[src/hw/rtl/cbn_pkg.sv]
// Shared types and constants for the box suppression block
package cbn_pkg;
    localparam int MAX_BOXES = 64;
    localparam int IDX_W = $clog2(MAX_BOXES);
    localparam int CNT_W = $clog2(MAX_BOXES + 1);
    localparam logic [16:0] THR_RESET = 17'd32768;

    typedef struct packed {
        logic [15:0] x1;
        logic [15:0] y1;
        logic [15:0] x2;
        logic [15:0] y2;
        logic [15:0] score;
        logic [7:0]  cls;
    } box_t;

    typedef struct packed {
        box_t box;
        logic last;
        logic drop;
    } qent_t;

    typedef struct packed {
        box_t box;
        logic last;
        logic ovf;
    } res_t;

    typedef enum logic [2:0] {
        ST_LOAD, ST_PRE, ST_SEL, ST_SELW, ST_EMIT, ST_CMP, ST_CMPW, ST_CHK
    } state_t;
endpackage

[src/hw/rtl/cbn_front.sv]
// Input front end: takes items into a short queue, marks dropped boxes
module cbn_front import cbn_pkg::*; (
    input  logic  clk,
    input  logic  rst_n,
    input  logic  in_valid,
    output logic  in_stall,
    input  box_t  in_box,
    input  logic  in_last,
    output logic  q_valid,
    input  logic  q_pop,
    output qent_t q_data
);
    qent_t q_reg [2];
    logic [1:0] cnt_reg, cnt_next;
    logic wr_reg, rd_reg;
    logic [CNT_W-1:0] seen_reg;
    logic push;
    qent_t ent;

    assign in_stall = (cnt_reg == 2'd2);
    assign push = in_valid && !in_stall;
    assign q_valid = (cnt_reg != 2'd0);
    assign q_data = q_reg[rd_reg];
    always_comb
    begin
        ent.box = in_box;
        ent.last = in_last;
        ent.drop = (seen_reg == CNT_W'(MAX_BOXES));
        cnt_next = cnt_reg + {1'b0, push} - {1'b0, q_pop};
    end

    always_ff @(posedge clk)
    begin
        if (push)
            q_reg[wr_reg] <= ent;
    end

    always_ff @(posedge clk or negedge rst_n)
    begin
        if (!rst_n)
        begin
            cnt_reg <= '0;
            wr_reg <= 1'b0;
            rd_reg <= 1'b0;
            seen_reg <= '0;
        end
        else
        begin
            cnt_reg <= cnt_next;
            if (push)
            begin
                wr_reg <= !wr_reg;
                if (in_last)
                    seen_reg <= '0;
                else if (!ent.drop)
                    seen_reg <= seen_reg + 1'b1;
            end
            if (q_pop)
                rd_reg <= !rd_reg;
        end
    end
endmodule

[config.mk]
export PLATFORM = sky130hd
export DESIGN_NAME = cbn_front
export DESIGN_NICKNAME = d
export VERILOG_FILES = /design/src/hw/rtl/cbn_pkg.sv /design/src/hw/rtl/cbn_front.sv
export SDC_FILE = /design/constraint.sdc
export NUM_CORES = 1
export LEC_CHECK = 0
export BUFFER_PORTS_ARGS = -buffer_cell sky130_fd_sc_hd__buf_2
export CAP_MARGIN = 20
export CORE_UTILIZATION = 35
export DETAILED_ROUTE_END_ITERATION = 8
export SLEW_MARGIN = 25
export SYNTH_ARGS = -nofsm -noshare
export SYNTH_HDL_FRONTEND = slang
export SYNTH_SLANG_ARGS = --single-unit
export TNS_END_PERCENT = 10
[constraint.sdc]
create_clock -name clk -period 6.7 [get_ports clk]
set_input_delay 1.675 -clock clk [delete_from_list [all_inputs] [get_ports clk]]
set_output_delay 1.675 -clock clk [all_outputs]
set_load 0.05 [all_outputs]
**Word level (Yosys, flattened, before mapping)**

Memory sizes are Yosys's and may differ from the RTL's.
Cells that the tools add are included.

- Flip-flop bits (word level): 11
- Output and inout bits: 92
- Latch bits: 0
- Bits in read-only memories: 0
- Word-level logic and storage cells: 21
- Bits in writable memories: 180
- Memories kept: 1

Memories:

| memory | words | bits a word | read ports | clocked after memory_dff | write ports | line | RTL |
|---|---|---|---|---|---|---|---|
| q_reg | 2 | 90 | 1 | 0 | 1 | cbn_front.sv:13 | `qent_t q_reg [2];` |

- $lt $le $gt $ge: 0
- Reduce and logical (&&, ||, !) cells: 6
- $add $sub $neg: 3
- Shift operators: 0
- Eq/ne operators: 3
- $mul: 0
- Divide/modulo/power cells: 0
- Muxes and demuxes: 4
- Bitwise operators: 0

Operators with widths:

| operator | count |
|---|---|
| 2-to-1 mux 7 bit | 2 |
| adder 7 x 1 -> 7 bit, second input constant | 1 |
| equality test 7 bit, second input constant | 1 |
| zero test 1 bit | 3 |
| adder 2 x 1 -> 2 bit | 1 |
| equality test 2 bit, second input constant | 1 |
| 2-to-1 mux 1 bit | 2 |
| != test 2 bit, second input constant | 1 |
| AND reduction 2 bit | 1 |
| nonzero test 2 bit | 1 |
| subtractor 2 x 1 -> 2 bit | 1 |
| logical AND 1 bit | 1 |

**Longest topological paths before layout**

- Depth in word-level cells: 5
- Depth in mapped cells: 7
- Depth with buffers taken out: 7

**Worst setup path after synthesis**

Ideal clock, no wire load.

- Path type: input port to flip-flop
- From: in in_valid
- To: mem q_reg[0][0] in the netlist's numbering, enable pin
- Slack: 620 ps
- Library setup time: 539 ps
- Buffers on the path: 0
- Data arrival time: 5,540 ps
- Stages: 2
- Cell sequence: nand2_2 > nor2_1

- Word-level cells in the longest chain between the ends: 3

Ends and longest elaborated chain:

| what | line | RTL |
|---|---|---|
| start, declared | cbn_front.sv:5 | `input logic in_valid,` |
| logical AND 1 bit | cbn_front.sv:21 | `assign push = in_valid && !in_stall;` |
| 2-to-1 mux 1 bit | cbn_front.sv:34 | `if (push)` |
| 2-to-1 mux 1 bit (not written as such) | cbn_front.sv:35 | `q_reg[wr_reg] <= ent;` |
| end, declared | cbn_front.sv:13 |  |

No other way between the ends.

==> metrics.md <==
| Metric | Value |
|---|---|
| Post-Syn Instances | 348 |
| Initial core utilization | 0.356 |
| Sequential area share after synthesis | 0.791 |
| Pre-CTS WS | 2.87 ns |
| Yosys cell types | 30 |
| Final Skew | 0.00995 ns |
| Clock Pin Slew Worst Setup and Hold Paths | 0.07 ns |
| Area Overhead vs Synth | 25.3% |
| Setup TNS | 0 ns |
| Peak fanout along the critical path | 55 |
| Area leader, netlist | edfxtp_1 |
| IO Count | 185 |
| Ranking of synthesized cells by area | edfxtp_1, mux2_2, dfrtp_1 |
| Max Transition Viols Final | 0 |
| Max VDD drop | 295 µV |
| Overflow after GRT | 0 |
| Initial antenna violation count | 0 |
| Post-DRT Antenna Nets | 0 |
| Met1 Use GR | 0.160 |
| Gr busiest metal | met2 |
| Main synth FF type | edfxtp_1 |
| GPL Wtd Cong | 0.715 |
| Total die area | 21100 µm² |
| Final hold viol count | 0 |
| Setup ws final | 2.48 ns |
| Proportion of netlist area held by the largest area contributor | 0.753 |
| Detailed placement HPWL | 8760 µm |
| First-pass GRT wire length | 21700 µm |
| PD cells | 515 nW/µm² |
| Max FFs per register | 180 |
| Layout cells sized above 1 | 0.576 |
| Post-route minimum period | 4.22 ns |
| EDFF count, synth | 180 |
| RSZ-0062 raised after global routing | no |
| Total number of vias | 3775 |
| Top-count cell post-synth | edfxtp_1 |
| Site Rows | 52 |
| CTS Sinks | 191 |
| Ant diodes | 0 |
| Synth Area per Inst | 20.6 µm² |
| Crit path from | rd_reg |
| Critical Path End Type | output pin |
| Syn Nets | 445 |
| CORE AREA | 20200 µm² |
| Drt drc | 0 |
| Post-Synthesis Cell Area | 7180 µm² |
| YS warnings | 0 |
| GRT Total Usage | 0.134 |
| Max-Cap Viols | 0 |
| First DRT Iteration DRCs | 156 |
| Die W | 145 µm |
| Tcrit/Tclk final | 0.629 |
| Worst EP arrival | 2.54 ns |
| Vias in the first global route | 4137 |
| Hold path start | cnt_reg[0] |
| Final Net Count | 641 |
| Port-buffer cells | 184 |
| Hold WC Path Type | flop to flop |
| Routed vias/inst | 4.57 |
| Root Driver | clkbuf_16 |
| TritonCTS clock tree | built |
| Worst r2r path cells | 5 |
| Leak | 3.36 nW |
| Total wire length | 13500 µm |
| CTS resizes | 0 |
| Max Clk Rate | 237 MHz |
| Initial DRT Pass Iterations | 4 |
| TritonCTS buffer count | 17 |
| WS Path Type | flop to output pin |
| Slew headroom | 0.464 |
| Routing usage on met2 | 0.231 |
| Pin count of the biggest net entering global routing | 58 |
| # H-tree levels | 4 |
| Slew @ Worst Pin | 0.804 ns |
| Clock latency at the later pin of the worst-skew pair | 0.42 ns |
| Final setup fails | 0 |
| Hold Crit Depth | 1 |
| Post-synthesis async set-or-reset flop share | 0.0576 |
| Die H | 145 µm |
| R2r startpoint | cnt_reg[1] |
| Routed length per instance | 16.3 µm |
| GR Util met3 | 0.0327 |
| Most common library cells after synthesis | edfxtp_1, mux2_2, dfrtp_1 |
| Seq cells post-synth | 191 |
| Setup crit start kind | flop |
| Setup Buffers After CTS | 0 |
| Max Buffers Root-to-Sink | 2 |
| WP data required | 5.03 ns |
| Status | finished clean |
| Hold buffers post-CTS | 0 |
-- power by group --
part,switching (mW),internal (mW),leakage (nW)
combinational,1.34,0.506,1.27
sequential,0.132,1.64,1.81
clock,0.428,0.586,0.284
total,1.90,2.73,3.36
-- critical path: stages (launching register included) --
cell and delay, ns:
dfrtp_4 0.77, buf_4 0.69, mux2_2 0.41, buf_2 0.21
-- layout by cell type (no fill, tap or decap), types with 3 or more instances in the layout --
cell       instances
buf_2            184
o21ai_0            5
ha_1               4
bufinv_16          3
inv_6              4
mux2_2            90
clkinv_1           3
xnor2_1            3
buf_4              4
edfxtp_1         180
inv_1              8
dfrtp_1           10
nand4_1            3
clkbuf_16         17
nor2_1             4
-- kinds of logic (layout without fill, tap and decap cells) --
| logic type | count (synthesis) | after routing | synth area share |
|---|---|---|---|
| DFF | 191 | 191 | 0.791 |
| muxes | 90 | 90 | 0.141 |
| and+or+nand+nor | 25 | 25 | 0.0234 |
| AOI/OAI and AO/OA | 14 | 14 | 0.0167 |
| xor gates and xnor gates | 4 | 4 | 0.00488 |
| adders and majority gates | 4 | 4 | 0.00697 |
| buffers and inverters | 20 | 228 | 0.0155 |
-- cell type report --
type                       instances  area [µm²]
clock buffer                      18         429
multi-input combinational        137        1400
inverter                           9        33.8
tap                              270         338
timing repair buffer             188         951
sequential                       191        5680
clock inverter                    13         158
fill                            1826       11200
-- layer usage --
layer | routed length [µm] | up-vias | part of all wire
met2 | 6940 | 117 | 0.51
li1 | - | 1773 | -
met3 | 644 | 14 | 0.048
met1 | 5740 | 1871 | 0.43
met5 | 0 | - | 0
met4 | 169 | 0 | 0.013
-- worst paths after layout --
kind                                end  slack [ns]
min                          cnt_reg[0]        0.51
max in group asynchronous        rd_reg        5.34
min in group asynchronous    cnt_reg[0]        1.12
max reg2reg                q_reg[0][53]        4.28
max                          q_data[67]        2.48
min reg2reg                  cnt_reg[0]        0.51
-- per-stage QoR --
| step | hold WS, ns | utilization | instance area, µm² | total power, mW | std cells |
|---|---|---|---|---|---|
| 2_1_floorplan | 0.460 | - | 7180 | 3.28 | 348 |
| 3_3_place_gp | 0.501 | 0.417 | 8410 | 3.64 | 795 |
| 3_5_place_dp | 0.503 | 0.417 | 8410 | 3.67 | 795 |
| 4_1_cts | 0.519 | 0.446 | 8990 | 4.70 | 826 |
| 5_1_grt | 0.541 | 0.446 | 8990 | 4.84 | 826 |
| 6_report | 0.515 | 0.446 | 8990 | 4.63 | 826 |
No activity file was read; power rests on OpenSTA's default activity.
